**src/hdl/clock_page_replacement_top_defines.svh**
```systemverilog
// Assertion macros shared by the clock page replacement RTL.
`ifndef CLOCK_PAGE_REPLACEMENT_TOP_DEFINES_SVH
`define CLOCK_PAGE_REPLACEMENT_TOP_DEFINES_SVH

// same-cycle implication, disabled while reset is asserted
`define CLKPR_ASSERT_IMP(lbl, clk, rstn, ante, cons, msg) \
	lbl: assert property (@(posedge clk) disable iff (!(rstn)) (ante) |-> (cons)) \
		else $error(msg);

// next-cycle implication, disabled while reset is asserted
`define CLKPR_ASSERT_NXT(lbl, clk, rstn, ante, cons, msg) \
	lbl: assert property (@(posedge clk) disable iff (!(rstn)) (ante) |=> (cons)) \
		else $error(msg);

`endif

```
**src/hdl/clkpr_pkg.sv**
```systemverilog
// Shared types and constants of the clock page replacement block.
`default_nettype none
package clkpr_pkg;

	localparam int CFG_W = 5;
	localparam logic [CFG_W-1:0] CFG_RESET = 5'd16;
	localparam int CNT_W = 32;

	typedef enum logic [2:0] {
		ST_IDLE,
		ST_SEARCH,
		ST_SWEEP,
		ST_FILL,
		ST_DONE
	} state_t;

	// frame store controls; all updates use the write address
	typedef struct packed {
		logic rd_en;
		logic mem_wr;
		logic ref_set;
		logic ref_clr;
	} store_ctl_t;

	// completion of one access
	typedef struct packed {
		logic fire;
		logic hit;
		logic ev_valid;
	} done_t;

endpackage
`default_nettype wire

```
**src/hdl/clkpr_ifs.sv**
```systemverilog
// Handshake interfaces of the clock page replacement block.
`default_nettype none
interface clkpr_req_if #(parameter int PAGE_BITS = 16);
	logic valid;
	logic ready;
	logic [PAGE_BITS-1:0] page;
	modport source(output valid, output page, input ready);
	modport sink(input valid, input page, output ready);
endinterface

interface clkpr_rsp_if #(parameter int PAGE_BITS = 16, parameter int IDX_BITS = 4);
	logic valid;
	logic ready;
	logic hit;
	logic [IDX_BITS-1:0] frame_index;
	logic evicted_valid;
	logic [PAGE_BITS-1:0] evicted_page;
	logic [clkpr_pkg::CNT_W-1:0] access_count;
	logic [clkpr_pkg::CNT_W-1:0] hit_count;
	logic [clkpr_pkg::CNT_W-1:0] miss_count;
	modport source(output valid, output hit, output frame_index, output evicted_valid,
		output evicted_page, output access_count, output hit_count, output miss_count,
		input ready);
	modport sink(input valid, input hit, input frame_index, input evicted_valid,
		input evicted_page, input access_count, input hit_count, input miss_count,
		output ready);
endinterface

interface clkpr_cfg_if;
	logic valid;
	logic ready;
	logic [clkpr_pkg::CFG_W-1:0] data;
	modport source(output valid, output data, input ready);
	modport sink(input valid, input data, output ready);
endinterface
`default_nettype wire

```
**src/hdl/clkpr_frame_store.sv**
```systemverilog
// Frame store: page memory with registered read, valid and reference bits.
`default_nettype none
module clkpr_frame_store #(
	parameter int FRAMES = 16,
	parameter int PAGE_BITS = 16,
	parameter int IW = 4
) (
	input  wire logic                  clk,
	input  wire logic                  arst_n,
	input  wire clkpr_pkg::store_ctl_t ctl,
	input  wire logic [IW-1:0]         rd_addr,
	input  wire logic [IW-1:0]         wr_addr,
	input  wire logic [PAGE_BITS-1:0]  wr_data,
	output logic      [PAGE_BITS-1:0]  rd_data,
	output logic      [FRAMES-1:0]     valid_vec,
	output logic      [FRAMES-1:0]     ref_vec
);

	logic [PAGE_BITS-1:0] mem [FRAMES];
	logic [PAGE_BITS-1:0] rd_data_q;
	logic [FRAMES-1:0]    valid_q;
	logic [FRAMES-1:0]    ref_q;

	always_ff @(posedge clk) begin
		if (ctl.mem_wr) begin
			mem[wr_addr] <= wr_data;
		end
		if (ctl.rd_en) begin
			rd_data_q <= mem[rd_addr];
		end
	end

	always_ff @(posedge clk or negedge arst_n) begin
		if (!arst_n) begin
			valid_q <= '0;
			ref_q   <= '0;
		end else begin
			if (ctl.mem_wr) begin
				valid_q[wr_addr] <= 1'b1;
				ref_q[wr_addr]   <= 1'b1;
			end else if (ctl.ref_set) begin
				ref_q[wr_addr] <= 1'b1;
			end else if (ctl.ref_clr) begin
				ref_q[wr_addr] <= 1'b0;
			end
		end
	end

	assign rd_data   = rd_data_q;
	assign valid_vec = valid_q;
	assign ref_vec   = ref_q;

endmodule
`default_nettype wire

```
**src/hdl/clkpr_seq.sv**
```systemverilog
// Sequencer: frame search with the shared page comparator, then on a miss the clock sweep.
`default_nettype none
module clkpr_seq #(
	parameter int FRAMES = 16,
	parameter int PAGE_BITS = 16,
	parameter int IW = 4,
	parameter int NW = 5
) (
	input  wire logic                        clk,
	input  wire logic                        arst_n,
	input  wire logic                        start,
	input  wire logic [PAGE_BITS-1:0]        start_page,
	input  wire logic [clkpr_pkg::CFG_W-1:0] num_frames,
	output logic                             idle,
	input  wire logic                        out_free,
	output clkpr_pkg::store_ctl_t            ctl,
	output logic      [IW-1:0]               rd_addr,
	output logic      [IW-1:0]               wr_addr,
	output logic      [PAGE_BITS-1:0]        wr_data,
	input  wire logic [PAGE_BITS-1:0]        rd_data,
	input  wire logic [FRAMES-1:0]           valid_vec,
	input  wire logic [FRAMES-1:0]           ref_vec,
	output clkpr_pkg::done_t                 done,
	output logic      [IW-1:0]               slot,
	output logic      [PAGE_BITS-1:0]        ev_page
);

	clkpr_pkg::state_t state_q, state_d;

	logic [PAGE_BITS-1:0] page_q;
	logic [NW-1:0]        n_q;
	logic [NW-1:0]        rd_idx_q;
	logic                 cmp_pend_q;
	logic [IW-1:0]        cmp_idx_q;
	logic [IW-1:0]        hand_q;
	logic [IW-1:0]        slot_q;
	logic                 hit_q;
	logic                 ev_valid_q;
	logic [PAGE_BITS-1:0] ev_page_q;

	logic [NW-1:0] n_next;
	logic          issue;
	logic          match;
	logic          last_cmp;
	logic          victim;
	logic [IW-1:0] hand_inc;
	logic [IW-1:0] slot_inc;
	logic [IW-1:0] hand_start;

	// frames in use: zero counts as one, clamp at the array size
	always_comb begin
		if (num_frames == '0) begin
			n_next = NW'(1);
		end else if (int'(num_frames) > FRAMES) begin
			n_next = NW'(FRAMES);
		end else begin
			n_next = NW'(num_frames);
		end
	end

	// shared comparator sees the page read in the previous cycle
	assign match    = cmp_pend_q && valid_vec[cmp_idx_q] && (rd_data == page_q);
	assign last_cmp = cmp_pend_q && (NW'(cmp_idx_q) == n_q - NW'(1));
	assign issue    = (state_q == clkpr_pkg::ST_SEARCH) && (rd_idx_q < n_q) && !match;
	assign victim   = !valid_vec[hand_q] || !ref_vec[hand_q];

	assign hand_inc   = (NW'(hand_q) + NW'(1) >= n_q) ? '0 : hand_q + IW'(1);
	assign slot_inc   = (NW'(slot_q) + NW'(1) >= n_q) ? '0 : slot_q + IW'(1);
	assign hand_start = (NW'(hand_q) >= n_q) ? '0 : hand_q;

	always_comb begin
		state_d = state_q;
		unique case (state_q)
			clkpr_pkg::ST_IDLE: begin
				if (start) begin
					state_d = clkpr_pkg::ST_SEARCH;
				end
			end
			clkpr_pkg::ST_SEARCH: begin
				if (match) begin
					state_d = clkpr_pkg::ST_DONE;
				end else if (last_cmp) begin
					state_d = clkpr_pkg::ST_SWEEP;
				end
			end
			clkpr_pkg::ST_SWEEP: begin
				if (victim) begin
					state_d = clkpr_pkg::ST_FILL;
				end
			end
			clkpr_pkg::ST_FILL: begin
				state_d = clkpr_pkg::ST_DONE;
			end
			clkpr_pkg::ST_DONE: begin
				if (out_free) begin
					state_d = clkpr_pkg::ST_IDLE;
				end
			end
			default: begin
				state_d = clkpr_pkg::ST_IDLE;
			end
		endcase
	end

	always_comb begin
		ctl     = '0;
		rd_addr = hand_q;
		wr_addr = hand_q;
		unique case (state_q)
			clkpr_pkg::ST_SEARCH: begin
				ctl.rd_en   = issue;
				ctl.ref_set = match;
				rd_addr     = rd_idx_q[IW-1:0];
				wr_addr     = cmp_idx_q;
			end
			clkpr_pkg::ST_SWEEP: begin
				// victim: fetch old page; otherwise take the second chance away
				ctl.rd_en   = victim;
				ctl.ref_clr = !victim;
			end
			clkpr_pkg::ST_FILL: begin
				ctl.mem_wr = 1'b1;
				wr_addr    = slot_q;
			end
			default: begin
				ctl = '0;
			end
		endcase
	end

	always_ff @(posedge clk or negedge arst_n) begin
		if (!arst_n) begin
			state_q    <= clkpr_pkg::ST_IDLE;
			hand_q     <= '0;
			cmp_pend_q <= 1'b0;
		end else begin
			state_q <= state_d;
			unique case (state_q)
				clkpr_pkg::ST_IDLE: begin
					cmp_pend_q <= 1'b0;
				end
				clkpr_pkg::ST_SEARCH: begin
					cmp_pend_q <= issue;
					if (!match && last_cmp) begin
						hand_q <= hand_start;
					end
				end
				clkpr_pkg::ST_SWEEP: begin
					cmp_pend_q <= 1'b0;
					if (!victim) begin
						hand_q <= hand_inc;
					end
				end
				clkpr_pkg::ST_FILL: begin
					hand_q <= slot_inc;
				end
				default: begin
					cmp_pend_q <= 1'b0;
				end
			endcase
		end
	end

	always_ff @(posedge clk) begin
		unique case (state_q)
			clkpr_pkg::ST_IDLE: begin
				if (start) begin
					page_q     <= start_page;
					n_q        <= n_next;
					rd_idx_q   <= '0;
					hit_q      <= 1'b0;
					ev_valid_q <= 1'b0;
					ev_page_q  <= '0;
				end
			end
			clkpr_pkg::ST_SEARCH: begin
				if (issue) begin
					rd_idx_q <= rd_idx_q + NW'(1);
				end
				cmp_idx_q <= rd_idx_q[IW-1:0];
				if (match) begin
					hit_q  <= 1'b1;
					slot_q <= cmp_idx_q;
				end
			end
			clkpr_pkg::ST_SWEEP: begin
				if (victim) begin
					slot_q <= hand_q;
				end
			end
			clkpr_pkg::ST_FILL: begin
				ev_valid_q <= valid_vec[slot_q];
				ev_page_q  <= valid_vec[slot_q] ? rd_data : '0;
			end
			default: begin
				hit_q <= hit_q;
			end
		endcase
	end

	assign idle          = (state_q == clkpr_pkg::ST_IDLE);
	assign wr_data       = page_q;
	assign done.fire     = (state_q == clkpr_pkg::ST_DONE) && out_free;
	assign done.hit      = hit_q;
	assign done.ev_valid = ev_valid_q;
	assign slot          = slot_q;
	assign ev_page       = ev_page_q;

endmodule
`default_nettype wire

```
**src/hdl/clock_page_replacement_top.sv**
```systemverilog
// Top level of the clock (second chance) page replacement block.
//
//   channel   modport   beat carries
//   -------   -------   ------------------------------------------------------
//   req       sink      page
//   rsp       source    hit, frame_index, evicted_valid, evicted_page, counters
//   cfg       sink      data = num_frames (always ready)
//
// Sequence: one access at a time. A hit in frame k ends the search there
// and goes on to the done step; a miss searches all n frames in use, sweeps
// the hand past s frames (s <= n) to a victim, then takes one fill and one
// done step. The done step loads the result register. The search reads one
// frame at a time through the memory read port; the sweep steps the hand.
// Reset clears valid and reference bits, the hand and the counters; the page
// memory holds garbage until each frame is filled.
// A result waiting on rsp does not block req; the done step stalls only if
// the previous result is still unclaimed.
`default_nettype none
`include "clock_page_replacement_top_defines.svh"
module clock_page_replacement_top #(
	parameter int FRAMES = 16,
	parameter int PAGE_BITS = 16
) (
	input wire logic  clk,
	input wire logic  arst_n,
	clkpr_req_if.sink req,
	clkpr_rsp_if.source rsp,
	clkpr_cfg_if.sink cfg
);

	localparam int IW = (FRAMES > 1) ? $clog2(FRAMES) : 1;
	localparam int NW = $clog2(FRAMES + 1);

	// configuration register
	logic [clkpr_pkg::CFG_W-1:0] num_frames_q;

	// sequencer <-> frame store
	clkpr_pkg::store_ctl_t ctl;
	logic [IW-1:0]         rd_addr;
	logic [IW-1:0]         wr_addr;
	logic [PAGE_BITS-1:0]  wr_data;
	logic [PAGE_BITS-1:0]  rd_data;
	logic [FRAMES-1:0]     valid_vec;
	logic [FRAMES-1:0]     ref_vec;

	clkpr_pkg::done_t      done;
	logic [IW-1:0]         slot;
	logic [PAGE_BITS-1:0]  ev_page;
	logic                  seq_idle;
	logic                  out_free;

	// result register and running counters
	logic                        rsp_valid_q;
	logic                        hit_q;
	logic [IW-1:0]               frame_index_q;
	logic                        ev_valid_q;
	logic [PAGE_BITS-1:0]        ev_page_q;
	logic [clkpr_pkg::CNT_W-1:0] acc_cnt_q;
	logic [clkpr_pkg::CNT_W-1:0] hit_cnt_q;
	logic [clkpr_pkg::CNT_W-1:0] miss_cnt_q;

	// the user must make register writes arrive only while idle (unenforced by the block); the port never stalls
	assign cfg.ready = 1'b1;

	always_ff @(posedge clk or negedge arst_n) begin
		if (!arst_n) begin
			num_frames_q <= clkpr_pkg::CFG_RESET;
		end else if (cfg.valid) begin
			num_frames_q <= cfg.data;
		end
	end

	assign req.ready = seq_idle;
	assign out_free  = !rsp_valid_q || rsp.ready;

	clkpr_seq #(
		.FRAMES    (FRAMES),
		.PAGE_BITS (PAGE_BITS),
		.IW        (IW),
		.NW        (NW)
	) u_seq (
		.clk        (clk),
		.arst_n     (arst_n),
		.start      (req.valid && seq_idle),
		.start_page (req.page),
		.num_frames (num_frames_q),
		.idle       (seq_idle),
		.out_free   (out_free),
		.ctl        (ctl),
		.rd_addr    (rd_addr),
		.wr_addr    (wr_addr),
		.wr_data    (wr_data),
		.rd_data    (rd_data),
		.valid_vec  (valid_vec),
		.ref_vec    (ref_vec),
		.done       (done),
		.slot       (slot),
		.ev_page    (ev_page)
	);

	clkpr_frame_store #(
		.FRAMES    (FRAMES),
		.PAGE_BITS (PAGE_BITS),
		.IW        (IW)
	) u_store (
		.clk       (clk),
		.arst_n    (arst_n),
		.ctl       (ctl),
		.rd_addr   (rd_addr),
		.wr_addr   (wr_addr),
		.wr_data   (wr_data),
		.rd_data   (rd_data),
		.valid_vec (valid_vec),
		.ref_vec   (ref_vec)
	);

	// valid flag and counters
	always_ff @(posedge clk or negedge arst_n) begin
		if (!arst_n) begin
			rsp_valid_q <= 1'b0;
			acc_cnt_q   <= '0;
			hit_cnt_q   <= '0;
			miss_cnt_q  <= '0;
		end else if (done.fire) begin
			rsp_valid_q <= 1'b1;
			acc_cnt_q   <= acc_cnt_q + clkpr_pkg::CNT_W'(1);
			if (done.hit) begin
				hit_cnt_q <= hit_cnt_q + clkpr_pkg::CNT_W'(1);
			end else begin
				miss_cnt_q <= miss_cnt_q + clkpr_pkg::CNT_W'(1);
			end
		end else if (rsp.ready) begin
			rsp_valid_q <= 1'b0;
		end
	end

	// result payload
	always_ff @(posedge clk) begin
		if (done.fire) begin
			hit_q         <= done.hit;
			frame_index_q <= slot;
			ev_valid_q    <= done.ev_valid;
			ev_page_q     <= ev_page;
		end
	end

	assign rsp.valid         = rsp_valid_q;
	assign rsp.hit           = hit_q;
	assign rsp.frame_index   = frame_index_q;
	assign rsp.evicted_valid = ev_valid_q;
	assign rsp.evicted_page  = ev_page_q;
	assign rsp.access_count  = acc_cnt_q;
	assign rsp.hit_count     = hit_cnt_q;
	assign rsp.miss_count    = miss_cnt_q;

	// every access is either a hit or a miss, modulo the counter width
	`CLKPR_ASSERT_IMP(a_cnt_sum, clk, arst_n, rsp.valid, rsp.access_count == rsp.hit_count + rsp.miss_count, "access count differs from hits plus misses")
	// a hit never replaces a page
	`CLKPR_ASSERT_IMP(a_hit_no_evict, clk, arst_n, rsp.valid && rsp.hit, !rsp.evicted_valid, "hit reported with an eviction")
	// the sequencer is busy right after taking a beat
	`CLKPR_ASSERT_NXT(a_busy_after_accept, clk, arst_n, req.valid && req.ready, !req.ready, "request taken while an access is in flight")

endmodule
`default_nettype wire

```
**src/flat_wrapper.sv**
```systemverilog
// flat-port wrapper written by rule: the top's interface ports become plain ports
module clock_page_replacement_top_flat 
#(
	parameter int FRAMES = 16,
	parameter int PAGE_BITS = 16
)
  (clk, arst_n, req_valid, req_page, req_ready, rsp_valid, rsp_hit, rsp_frame_index, rsp_evicted_valid, rsp_evicted_page, rsp_access_count, rsp_hit_count, rsp_miss_count, rsp_ready, cfg_valid, cfg_data, cfg_ready);
  clkpr_req_if #(.PAGE_BITS(PAGE_BITS)) req_i ();
  clkpr_rsp_if #(.PAGE_BITS(PAGE_BITS), .IDX_BITS(4)) rsp_i ();
  clkpr_cfg_if cfg_i ();
  input wire logic clk;
  input wire logic arst_n;
  input wire logic [$bits(req_i.valid)-1:0] req_valid;
  input wire logic [$bits(req_i.page)-1:0] req_page;
  output wire logic [$bits(req_i.ready)-1:0] req_ready;
  output wire logic [$bits(rsp_i.valid)-1:0] rsp_valid;
  output wire logic [$bits(rsp_i.hit)-1:0] rsp_hit;
  output wire logic [$bits(rsp_i.frame_index)-1:0] rsp_frame_index;
  output wire logic [$bits(rsp_i.evicted_valid)-1:0] rsp_evicted_valid;
  output wire logic [$bits(rsp_i.evicted_page)-1:0] rsp_evicted_page;
  output wire logic [$bits(rsp_i.access_count)-1:0] rsp_access_count;
  output wire logic [$bits(rsp_i.hit_count)-1:0] rsp_hit_count;
  output wire logic [$bits(rsp_i.miss_count)-1:0] rsp_miss_count;
  input wire logic [$bits(rsp_i.ready)-1:0] rsp_ready;
  input wire logic [$bits(cfg_i.valid)-1:0] cfg_valid;
  input wire logic [$bits(cfg_i.data)-1:0] cfg_data;
  output wire logic [$bits(cfg_i.ready)-1:0] cfg_ready;
  assign req_i.valid = req_valid;
  assign req_i.page = req_page;
  assign req_ready = req_i.ready;
  assign rsp_valid = rsp_i.valid;
  assign rsp_hit = rsp_i.hit;
  assign rsp_frame_index = rsp_i.frame_index;
  assign rsp_evicted_valid = rsp_i.evicted_valid;
  assign rsp_evicted_page = rsp_i.evicted_page;
  assign rsp_access_count = rsp_i.access_count;
  assign rsp_hit_count = rsp_i.hit_count;
  assign rsp_miss_count = rsp_i.miss_count;
  assign rsp_i.ready = rsp_ready;
  assign cfg_i.valid = cfg_valid;
  assign cfg_i.data = cfg_data;
  assign cfg_ready = cfg_i.ready;
  clock_page_replacement_top #(.FRAMES(FRAMES), .PAGE_BITS(PAGE_BITS)) u_core (.clk(clk), .arst_n(arst_n), .req(req_i), .rsp(rsp_i), .cfg(cfg_i));
endmodule
```
**config.mk**
```make
export PLATFORM = sky130hd
export DESIGN_NAME = clock_page_replacement_top_flat
export DESIGN_NICKNAME = d
export VERILOG_FILES = /design/src/hdl/clkpr_pkg.sv /design/src/hdl/clkpr_ifs.sv /design/src/hdl/clkpr_frame_store.sv /design/src/hdl/clkpr_seq.sv /design/src/hdl/clock_page_replacement_top.sv /design/src/flat_wrapper.sv
export VERILOG_INCLUDE_DIRS = /design/src /design/src/hdl
export SDC_FILE = /design/constraint.sdc
export NUM_CORES = 1
export LEC_CHECK = 0
export CAP_MARGIN = 15
export CORE_MARGIN = 4
export CORE_UTILIZATION = 55
export DETAILED_ROUTE_END_ITERATION = 10
export DONT_BUFFER_PORTS = 1
export PLACE_DENSITY = 0.79
export SLEW_MARGIN = 20
export SYNTH_ARGS = -nofsm -noshare
export SYNTH_HDL_FRONTEND = slang
export SYNTH_SLANG_ARGS = --single-unit
```
**constraint.sdc**
```tcl
create_clock -name clk -period 7.25 [get_ports clk]
set_input_delay 0.725 -clock clk [delete_from_list [all_inputs] [get_ports clk]]
set_output_delay 0.725 -clock clk [all_outputs]
set_load 0.005 [all_outputs]
```
==> reports/metrics.cfg <==
[job]
drv_cap = 0

[clocking]
cts_hold_buf = 1
tritoncts = yes
clkTransAtPathRegs_ps = 60
cts_root_buffer = clkbuf_16
clkLatencyLatePin_ps = 590
cts_buffers = 49
cts-resized-gates = 0
htreeDepth = 2
cts_setup_buffers = 0
clock_path_buffers = 3
clock-sinks = 488

[worst_setup_path]
crit_path_max_fanout = 34
crit_slowest_cell = mux4_1
crit_path_start_kind = flop
critPathCaptureType = flop
cp_top_family = buffers and inverters
worstPathRequired_ps = 7580
critPathBufInv = 4
cp.arrival_ps = 4310
crit_top_cell = buf_4
worstPathCellList = inv_1, nand2_4, inv_8, a21oi_4, buf_4, buf_4, mux4_1, and2_1, a211oi_1, a31oi_1
crit_type = flop to flop
max_stage_delay_ps = 660

[sta]
finalSetupViolCount = 0
slew_headroom_pct = 22.63
skew_ps = 21.22
max_slew.worst_pin.slew_ps = 1161
rsz0062_at_grt = false
fin_crit_ps = 3987
finalCritPeriodShare_pct = 54.99
max_freq_mhz = 250.8
tns_ps = 0
hold_viol_final = 0
finalMaxSlewViolations = 0
fin_ws_ps = 3263

[layout]
multi_input_area_sq_um = 6192
final-seq-area_sq_um = 13940
final_cells = 1828
area_delta_synth_final_pct = 9.803
antennaDiodeCount = 0
nNetsFinal = 1374
layout-drive-gt1-share_pct = 15.07
n_fill_cell = 2536
finish.utilization_pct = 61.37

[pwr]
p_leak_uw = 0.008380
ir_drop_uv = 219.2
pwr_density_cell_nw_per_um2 = 346.0
finalPower_uw = 7793

[min_path]
hold_class = input port to async pin

[die]
num_rows = 70
die_h_um = 201.1
initial_core_util_pct = 55.89
num_io_pins = 147
core_area_sq_um = 36700
die_area_sq_um = 40450
dieWidth_um = 201.1

[synthesis]
ys_warn_count = 0
synthTopCellsByCount = edfxtp_1 (346), dfrtp_1 (141), nand2_1 (103)
synth_cell_types = 67
synthFlopType = edfxtp_1
syn_avg_cell_area_sq_um = 15.63
synth_edf_count = 346
synth_nets = 1365
synth_area_sq_um = 20510
synth_top_area_share_pct = 50.66
synth_cells = 1312
async_flop_share_pct = 29.10
seq_area_frac_synth_pct = 67.99
synthTopCellsByArea = edfxtp_1 (51%), dfrtp_1 (17%), mux4_2 (7.2%)
synth.most_common_cell = edfxtp_1
synth_top_area_cell = edfxtp_1
ys_ff_latch = 488

[placement]
pre_cts_ws_ps = 3239
io_buffers = 0
place_inst = 1735
gp_congestion = 0.8326
dp_hpwl_mm = 26.23

[outcome]
status = completed

[route]
vias_per_cell = 6.271
antenna_left = 0
routed-via-count = 11460
wl_mm = 43.43
firstDrtPassIters = 5
drtIter0Drc = 1036
remaining_drc_errors = 0
wl_per_cell_um = 23.76

[grt]
antenna_found_initial = 2
grt_pass1_wl_mm = 67.79
first_global_vias = 11600
grt_start_max_net_pins = 143
overflow = 0
grt_use_total_pct = 21.37

power by group:
part	total, uW	switching, uW	internal (uW)
combinational	1780	1010	767
clock	2430	1050	1380
sequential	3590	279	3310
per-stage QoR:
stage               instance area [sq um]  hold slack [ps]
detailed placement                  20890            404.5
CTS                                 22480            154.5
global placement                    20880            404.3
floorplan                           20510            400.3
global route                        22520            174.2
finish                              22520            120.7
final timing paths:
path	startpoint	slack, ps	endpoint	cells after the start
worst min register to register	u_core.u_seq.ev_page[0]	420	u_core.rsp.evicted_page[0]	0
min in group clk	cfg_valid	200	u_core.num_frames_q[4]	1
worst max-delay path	u_core.u_seq.state_q[1]	3260	u_core.u_store.rd_data[15]	10
worst max register to register	u_core.u_seq.state_q[1]	3260	u_core.u_store.rd_data[15]	10
max in group asynchronous	arst_n	6570	u_core.rsp.hit_count[19]	1
worst min-delay path	arst_n	120	u_core.rsp.hit_count[8]	1
cell usage in the layout, fill, tap and decap left out, types with 25 or more instances in the layout:
cell type / synthesis / layout
o21ai_0: 36 / 35
inv_1: 25 / 25
and3_1: 53 / 47
clkbuf_16: 0 / 50
xor2_1: 43 / 43
ha_1: 27 / 27
edfxtp_1: 346 / 346
xnor2_1: 79 / 79
mux4_2: 66 / 66
a21oi_1: 42 / 40
nand3_1: 43 / 43
nand2_1: 103 / 103
and2_1: 28 / 28
dfrtp_1: 141 / 141
nor2_1: 33 / 32
per-layer routing:
layer | wire, um | share of wire, % | global-route usage, %
met1 | 17460 | 40 | 29.67
met2 | 20340 | 47 | 32.92
met3 | 4152 | 9.6 | 5.576
met4 | 1484 | 3.4 | 8.358
met5 | 0 | 0 | 0
state kept, by name, indices dropped and copies added, names as in the netlist, 3 cells and up, named ones only:
name,count
u_core.u_seq.state_q,3
u_core.u_seq.cmp_idx_q,4
u_core.u_seq.n_q,5
u_core.u_store.mem,256
u_core.rsp.evicted_page,16
u_core.rsp.access_count,32
u_core.u_seq.hand_q,4
u_core.u_seq.ev_page,16
u_core.u_store.rd_data,16
u_core.u_seq.wr_data,16
u_core.num_frames_q,5
u_core.u_store.valid_vec,16
u_core.rsp.miss_count,32
u_core.rsp.frame_index,4
u_core.u_seq.rd_idx_q,5
u_core.u_seq.slot,4
u_core.rsp.hit_count,32
worst reg2reg max path, stage by stage (launching register included):
cell      delay (ps)
dfrtp_1          640
inv_1            240
nand2_4          190
inv_8             90
a21oi_4          170
buf_4            530
buf_4            670
mux4_1           690
and2_1           190
a211oi_1         260
a31oi_1           70
logic make-up after synthesis:
logic type | Yosys count | synth area share (%)
AOI/OAI and AO/OA | 151 | 4.587
xor gates and xnor gates | 122 | 5.210
and+or+nand+nor | 350 | 9.291
adders and majority gates | 27 | 1.647
muxes | 93 | 9.260
DFF | 488 | 67.99
buffers and inverters | 80 | 2.001
other | 1 | 0.01828
cell type report:
| class | instances | share of cell area, % |
|---|---|---|
| sequential | 488 | 61.92 |
| multi-input combinational | 744 | 27.49 |
| clock buffer | 65 | 5.939 |
| tap | 468 | 2.600 |
| clock inverter | 25 | 0.9722 |
| timing repair buffer | 12 | 0.6111 |
| inverter | 26 | 0.4667 |
(Power assumes the default switching activity.)
